**src/design/bmw_pkg.sv**
```systemverilog
package bmw_pkg;

   // Default sizes of the line store and the window.
   localparam int DEF_MAX_WIDTH  = 1024;
   localparam int DEF_MAX_HEIGHT = 1024;
   localparam int DEF_MAX_RADIUS = 7;

   // Register widths and the width of the configuration data bus.
   localparam int WIDTH_REG_W  = 11;
   localparam int HEIGHT_REG_W = 11;
   localparam int RADIUS_REG_W = 3;
   localparam int CFG_DATA_W   = 11;

   // Register values after reset.
   localparam logic [WIDTH_REG_W-1:0]  RST_WIDTH  = 11'd640;
   localparam logic [HEIGHT_REG_W-1:0] RST_HEIGHT = 11'd480;
   localparam logic [RADIUS_REG_W-1:0] RST_RADIUS = 3'd1;

   // Entries of the result queue; a power of two.
   localparam int OUT_DEPTH = 4;

   typedef enum logic [1:0] {
      CSR_WIDTH  = 2'd0,
      CSR_HEIGHT = 2'd1,
      CSR_RADIUS = 2'd2,
      CSR_MODE   = 2'd3
   } csr_index_type;

   typedef enum logic {
      MODE_AND = 1'b0,
      MODE_OR  = 1'b1
   } op_mode_type;

   // Control of the window stage for one item.
   typedef struct packed {
      logic shift;
      logic emit;
      logic frame_end;
   } win_ctrl_type;

endpackage

```
**src/design/bmw_window.sv**
```systemverilog
module bmw_window #(
   parameter int MAX_RADIUS = bmw_pkg::DEF_MAX_RADIUS
) (
   input  logic                       clock,
   input  logic                       reset,
   input  bmw_pkg::win_ctrl_type      ctrl,
   input  logic [2*MAX_RADIUS:0]      column,
   input  logic [2*MAX_RADIUS:0]      row_mask,
   input  logic [2*MAX_RADIUS:0]      col_mask,
   input  bmw_pkg::op_mode_type       op_mode,
   output logic                       out_valid,
   output logic                       out_pixel,
   output logic                       out_frame_end
);
   import bmw_pkg::*;

   localparam int WIN = 2 * MAX_RADIUS + 1;

   logic [WIN-1:0] win_ff [WIN];
   logic           emit_ff;
   logic           fend_ff;
   logic [WIN-1:0] rmask_ff;
   logic [WIN-1:0] cmask_ff;
   logic [WIN-1:0] col_all;
   logic [WIN-1:0] col_any;

   // Column shift register: entry 0 is the newest column, entry j the one j items back.
   always_ff @(posedge clock) begin
      if (reset) begin
         win_ff <= '{default: '0};
      end else if (ctrl.shift) begin
         win_ff[0] <= column;
         for (int j = 1; j < WIN; j++) begin
            win_ff[j] <= win_ff[j-1];
         end
      end
   end

   // Masks travel one stage with the item so they line up with the shifted window.
   always_ff @(posedge clock) begin
      if (reset) begin
         emit_ff <= 1'b0;
      end else begin
         emit_ff <= ctrl.emit;
      end
      fend_ff  <= ctrl.frame_end;
      rmask_ff <= row_mask;
      cmask_ff <= col_mask;
   end

   // Reduce each column under the row mask; columns outside the image drop out.
   always_comb begin
      for (int j = 0; j < WIN; j++) begin
         col_all[j] = (&(win_ff[j] | ~rmask_ff)) | ~cmask_ff[j];
         col_any[j] = (|(win_ff[j] & rmask_ff)) & cmask_ff[j];
      end
   end

   assign out_valid     = emit_ff;
   assign out_pixel     = (op_mode == MODE_OR) ? (|col_any) : (&col_all);
   assign out_frame_end = fend_ff;

endmodule

```
**config.mk**
```make
export PLATFORM = sky130hd
export DESIGN_NAME = bmw_window
export DESIGN_NICKNAME = d
export VERILOG_FILES = /design/src/design/bmw_pkg.sv /design/src/design/bmw_window.sv
export SDC_FILE = /design/constraint.sdc
export NUM_CORES = 1
export LEC_CHECK = 0
export ABC_AREA = 1
export ABC_CLOCK_PERIOD_IN_PS = 2410
export CORE_MARGIN = 1
export CORE_UTILIZATION = 48
export CTS_CLUSTER_DIAMETER = 80
export DETAILED_ROUTE_END_ITERATION = 10
export DONT_BUFFER_PORTS = 1
export HOLD_SLACK_MARGIN = 0.03
export PLACE_DENSITY_LB_ADDON = 0.08
export SLEW_MARGIN = 25
export SYNTH_ARGS = -nofsm -noshare
export SYNTH_HDL_FRONTEND = slang
export SYNTH_SLANG_ARGS = --single-unit
export TNS_END_PERCENT = 100
```
**constraint.sdc**
```tcl
create_clock -name clock -period 2.41 [get_ports clock]
set_clock_uncertainty 0.2 [all_clocks]
set_input_delay 0.723 -clock clock [delete_from_list [all_inputs] [get_ports clock]]
set_output_delay 0.723 -clock clock [all_outputs]
set_load 0.03 [all_outputs]
```
==> results.yml, run 1 <==
die:
  io_pins: 54
  initial_core_util_pct: 49.52
  die_area_um2: 26030
  core_area_um2: 24600
  row_count: 57
  die_h_um: 161.3
  die_w_um: 161.3
worst_setup_path:
  crit-reg2reg-launch: "win_ff[214]$_SDFFE_PP0P_"
  critical_path.max_stage_delay_ns: 0.41
  cp_top_family: "simple AND/OR/NAND/NOR gates"
  ff2ff_setup_slack_ns: 1.35
  critPathLaunch: "rmask_ff[5]$_DFF_P_"
  cp.arrival_ns: 2.37
  slowest_stage: "dfxtp_1"
  crit_required_ns: 1.49
  worst_setup_path_end_kind: "primary output"
  path_common_cell: "nor2_1"
  path_max_fanout: 9
  worst-path-buf-inv: 4
  path_cells: "inv_1, buf_12, buf_4, o21ai_0, nor2_1, nand2_1, nor2_1, nor2_1, nor2_1, nand2_1, nor2_1, nand2_1, nand2_2, buf_12"
  crit_type: "reg2out"
  start_kind: "register"
cells_and_area:
  fin_nets: 2035
  diodes: 0
  syn_to_final_growth_pct: 22.36
  final_cell_mix: "nand2_1, nor2_1, dfxtp_1"
  mostFrequentLayoutCell: "nand2_1"
  final_layout_size_suffix_gt1_share_pct: 12.83
  fill_cells: 2372
  utilization_pct: 60.60
sta:
  max_clock_freq_ghz: 0.3040
  fin_hold_ws_ns: 0.06892
  maxSlewViolCount: 0
  hold_violations: 0
  relSlewSlack_pct: 60.91
  finalCritPeriodShare_pct: 136.5
  layout_setup_ws_ns: -0.8800
  setup_violations: 1
  fin_crit_ns: 3.290
  tightest_slew_ns: 0.5864
  rsz0062_at_grt: "true"
global_routing:
  overflow: 0
  grt_pass1_wl_mm: 60.66
  grt_max_degree: 284
  grt_usage_pct: 29.81
  grt_pass1_vias: 11144
  antenna_found_initial: 0
placement:
  portBuffers: 0
  pre_cts_slack_ns: -0.5282
  dp_hpwl_mm: 26.16
  gp_congestion: 0.8883
synth:
  avgSynthCellArea_um2: 6.558
  yosysWarnings: 0
  synth_nets: 1909
  syn_area_um2: 12190
  ys_seq_area_share_pct: 42.22
  ys_types: 19
  ys_ff_latch: 257
  syn-instance-count: 1858
clock_network:
  clock_latency_ns: 0.56
  cts_buffers: 28
  cts.sinks: 257
  cts_buffer_depth: 3
  clkSlewWorstSetupHoldPaths_ns: 0.06
  ctsRootBufferMaster: "clkbuf_16"
  htreeDepth: 1
  tritoncts: "yes"
detailed_routing:
  drcViolationCount: 0
  drt_wl_total_mm: 38.54
  dr.pass1.iters: 6
  post_drt_wl_per_cell_um: 16.56
  final_antenna_net_count: 0
  vias: 11971
  vias_per_cell: 5.144
  drt-initial-drc-count: 1125
status:
  status: "finished with violations"
  violations: "negative setup slack"
power_and_ir_drop:
  p_leak_nw: 6.652
  powerDensity_nw_per_um2: 686.8
  finalPower_w: 0.01024
  ir_worst_vdd_v: 0.0006639
worst_hold_path:
  worstHoldStart: "reset"
  hp-class: "in2reg"
flow_run:
  cap_violations: 0
cells in the mapped netlist:
cell type  count  share of area (%)
nand4_1        2               0.10
a211oi_1     175                 11
inv_2          2              0.062
nor2_1       380                 12
buf_6         16                1.5
o21ai_1       27                1.1
a21oi_1       51                2.1
clkbuf_2       1              0.041
nand3_1        1              0.041
inv_1        162                5.0
clkbuf_1      52                1.6
o21ai_0       72                3.0
nand2_1      611                 19
dfxtp_1      257                 42
buf_2         35                1.4
and3_1         2               0.10
or2_2          4               0.21
buf_1          7               0.22
clkinv_1       1              0.031
metal layers:
| layer | GRT usage, % | routed length [um] |
|---|---|---|
| met5 | 0 | 0 |
| met4 | 11.92 | 1656 |
| met3 | 2.928 | 1628 |
| met2 | 49.69 | 17800 |
| met1 | 39.61 | 17460 |
registers in the layout (all words and copies together) (netlist names):
signal / count
cmask_ff: 15
out_frame_end: 1
out_valid: 1
rmask_ff: 15
win_ff: 225
final timing paths:
check	end	cells past startpoint
min reg2reg	win_ff[129]$_SDFFE_PP0P_	2
max	out_pixel	14
min	win_ff[183]$_SDFFE_PP0P_	1
max reg2reg	win_ff[199]$_SDFFE_PP0P_	3
through the flow:
step                      TNS, ns  instance area, um^2  cells
after floorplan                 0                12190   1858
after global placement    -0.5571                13470   2239
after detailed placement  -0.5282                13470   2239
after CTS                 -0.8577                14850   2326
after global routing      -0.9907                14910   2327
final                     -0.8800                14910   2327
power breakdown:
group          leakage (nW)  total [W]  switching (W)  internal (W)
registers              2.12    0.00468       0.000195       0.00449
clock network         0.442    0.00417        0.00177       0.00240
logic                  4.09    0.00139       0.000767      0.000622
total                  6.65     0.0102        0.00274       0.00751
what timing repair did:
item / CTS / global route
setup buffers: 3 / 1
pin swaps: 11 / 7
setup endpoints to repair: 1 / 1
endpoints found under the hold margin: 70 / 0
hold buffers: 34 / 0
resized for setup: 38 / 17
cloned: 1 / 0
layout make-up:
class / count / area, um^2 / area share, %
inverters: 165 / 630.6 / 4.229
flip-flops and latches: 257 / 5164 / 34.63
multi-input cells: 1325 / 5893 / 39.52
clock inverters: 7 / 48.80 / 0.3273
well taps: 324 / 405.4 / 2.719
clock buffers: 42 / 843.3 / 5.656
repair buffers: 207 / 1926 / 12.91
worst reg2reg max path: stages (launching register included):
cell      delay, ns
dfxtp_1        0.39
buf_4          0.14
nor2_1         0.04
a211oi_1       0.20
logic make-up (layout without fill, tap and decap cells):
group / after synthesis / count (layout) / synth area share, %
flip-flops: 257 / 257 / 42.22
AND/OR/NAND/NOR: 1000 / 1000 / 30.98
buffers and inverters: 276 / 421 / 9.857
AO/OA/AOI/OAI: 325 / 325 / 16.94
(Power assumes the default switching activity.)
==> inputs of run 2 (changes only) <==
--- a/config.mk
+++ b/config.mk
@@ -7,11 +7,14 @@
 export LEC_CHECK = 0
 export ABC_AREA = 1
 export ABC_CLOCK_PERIOD_IN_PS = 2410
+export CELL_PAD_IN_SITES_DETAIL_PLACEMENT = 0
+export CELL_PAD_IN_SITES_GLOBAL_PLACEMENT = 1
 export CORE_MARGIN = 1
-export CORE_UTILIZATION = 48
+export CORE_UTILIZATION = 46
 export CTS_CLUSTER_DIAMETER = 80
 export DETAILED_ROUTE_END_ITERATION = 10
 export DONT_BUFFER_PORTS = 1
+export GPL_TIMING_DRIVEN = 1
 export HOLD_SLACK_MARGIN = 0.03
 export PLACE_DENSITY_LB_ADDON = 0.08
 export SLEW_MARGIN = 25
==> run 2 against run 1 <==
Effect of this change:
- the flow still finishes with violations (negative setup slack)
- highest routed layer unchanged
- global-route usage shrank 0.53 points
- final cell count increased by 2.4%
- largest cell class unchanged
- setup slack improved by 0.021 ns
- critical endpoint unchanged
- utilization decreased by 1.8 points
- worst hold slack improved by 0.0035 ns
- via count grew 0.53%
==> results.yml, run 2 (synthesis gave the netlist of run 1 again) <==
detailed_routing:
  wirelength_met1_mm: 17.95
  drcViolationCount: 0
  vias: 12034
  drt_wl_total_mm: 39.27
  routed.top_layer: "met4"
  drt-initial-drc-count: 1055
  dr_wl_met3_mm: 1.859
  wl_met2_mm: 18.35
  dr.pass1.iters: 5
  vias_per_cell: 5.048
  post_drt_wl_per_cell_um: 16.47
  final_antenna_net_count: 0
worst_setup_path:
  worst_setup_path_end_kind: "primary output"
  cp.arrival_ns: 2.35
  rr_worst_depth: 4
  crit_required_ns: 1.49
  crit-reg2reg-launch: "win_ff[128]$_SDFFE_PP0P_"
  r2r-end: "win_ff[113]$_SDFFE_PP0P_"
  path_max_fanout: 21
  start_kind: "register"
  crit_type: "reg2out"
  ff2ff_setup_slack_ns: 1.32
cells_and_area:
  fill_cells: 2569
  largest_reg_flops: 225
  postLayoutCellArea_um2: 15270
  seqCellArea_um2: 5160
  top_regs: "win_ff: 225 flops, cmask_ff: 15 flops, rmask_ff: 15 flops"
  multi_input_area_um2: 5898
  top_register: "win_ff"
  final_layout_size_suffix_gt1_share_pct: 14.70
  final_cell_mix: "nand2_1, nor2_1, dfxtp_1"
  fin_nets: 2075
  mostFrequentLayoutCell: "nand2_1"
  syn_to_final_growth_pct: 25.34
clock_network:
  cts_buffer_depth: 3
  cts.sinks: 257
  ctsRootBufferMaster: "clkbuf_16"
  cts_buffers: 30
  clkSlewWorstSetupHoldPaths_ns: 0.06
  clock_latency_ns: 0.57
  htreeDepth: 1
  tritoncts: "yes"
sta:
  max_clock_freq_ghz: 0.3059
  finalCritPeriodShare_pct: 135.6
  relSlewSlack_pct: 59.41
  fin_crit_ns: 3.269
  hold_violations: 0
  maxSlewViolCount: 0
  rsz0062_at_grt: "true"
  fin_tns_setup_ns: -0.8586
  fin_hold_ws_ns: 0.07242
  setup_violations: 1
  tightest_slew_ns: 0.6089
  layout_setup_ws_ns: -0.8586
power_and_ir_drop:
  ir_worst_vdd_v: 0.0006228
  p_leak_nw: 6.877
  powerDensity_nw_per_um2: 692.9
worst_hold_path:
  min_to: "win_ff[220]$_SDFFE_PP0P_"
  hp-class: "in2reg"
  holdPathStages: 1
  worstHoldStart: "reset"
die:
  row_count: 59
  die_h_um: 164.8
  initial_core_util_pct: 46.89
  die_area_um2: 27140
  core_area_um2: 25980
  io_pins: 54
  die_w_um: 164.8
placement:
  pre_cts_slack_ns: -0.4218
  portBuffers: 0
  gp_congestion: 0.8885
  dp_hpwl_mm: 27.22
  placed_area_um2: 13830
global_routing:
  grt_usage_pct: 29.28
  overflow: 0
  grt_pass1_vias: 11343
  grt_pass1_wl_mm: 60.90
  antenna_found_initial: 1
  grt_max_degree: 284
status:
  status: "finished with violations"
  violations: "negative setup slack"
flow_run:
  cap_violations: 0
[run 2: cell count changes in the layout (fill, tap and decap cells not counted), sizes merged]
cell,change
diode,+1
buf,+39
bufbuf,-1
bufinv,+1
dlygate4sd3,-2
inv,+1
clkbuf,+7
clkinv,+1
clkinvlp,-1
[run 2: worst max-delay path: stages, from the launching register on]
cell and delay [ns]:
dfxtp_2 0.33, buf_12 0.15, inv_2 0.08, buf_4 0.10
o21ai_0 0.08, nor2_1 0.13, nand2_1 0.13, nor2_1 0.12
nor2_1 0.04, nor2_1 0.14, nand2_1 0.08, nor2_1 0.10
nand2_1 0.07, nand2_2 0.09, buf_12 0.12
[run 2: stage by stage]
stage / instances / total power (W) / utilization (%)
4_1_cts: 2380 / 0.01064 / 58.41
3_5_place_dp: 2291 / 0.006111 / 53.23
2_1_floorplan: 1858 / 0.005602 / -
5_1_grt: 2383 / 0.01100 / 58.77
3_3_place_gp: 2291 / 0.006101 / 53.23
6_report: 2384 / 0.01058 / 58.78
[run 2: area by class of cell]
class	count	area share, %
repair buffers	245	14.33
clock inverters	9	0.5571
diodes	1	0.01638
well taps	335	2.744
inverters	165	4.096
flip-flops and latches	257	33.78
clock buffers	47	5.857
multi-input cells	1325	38.62
[run 2: worst max-delay path by stage]
stage / startpoint / endpoint / slack, ns
floorplan: rmask_ff[8]$_DFF_P_ / out_pixel / 0.1
global placement: rmask_ff[7]$_DFF_P_ / out_pixel / -0.42
detailed placement: rmask_ff[7]$_DFF_P_ / out_pixel / -0.42
CTS: rmask_ff[3]$_DFF_P_ / out_pixel / -0.86
global route: rmask_ff[8]$_DFF_P_ / out_pixel / -0.98
finish: rmask_ff[1]$_DFF_P_ / out_pixel / -0.86
[run 2: layer usage]
metal  up-vias  global-route usage (%)
li1       6233                       -
met1      5424                   39.19
met4         0                   8.716
met5         -                       0
met3        68                   3.792
met2       309                   48.91
[run 2: report_power, final]
| part | switching (W) | leakage (nW) | internal [W] |
|---|---|---|---|
| clock | 0.00183 | 0.487 | 0.00265 |
| sequential | 0.000184 | 2.12 | 0.00449 |
| combinational | 0.000787 | 4.27 | 0.000654 |
| total | 0.00280 | 6.88 | 0.00779 |
[run 2: repair_timing]
item	CTS	global route
hold buffers	32	0
pin swaps	4	22
gates resized for setup	20	24
setup endpoints to repair	1	1
setup buffers	1	2
hold endpoints to repair	54	0
gates cloned	0	1
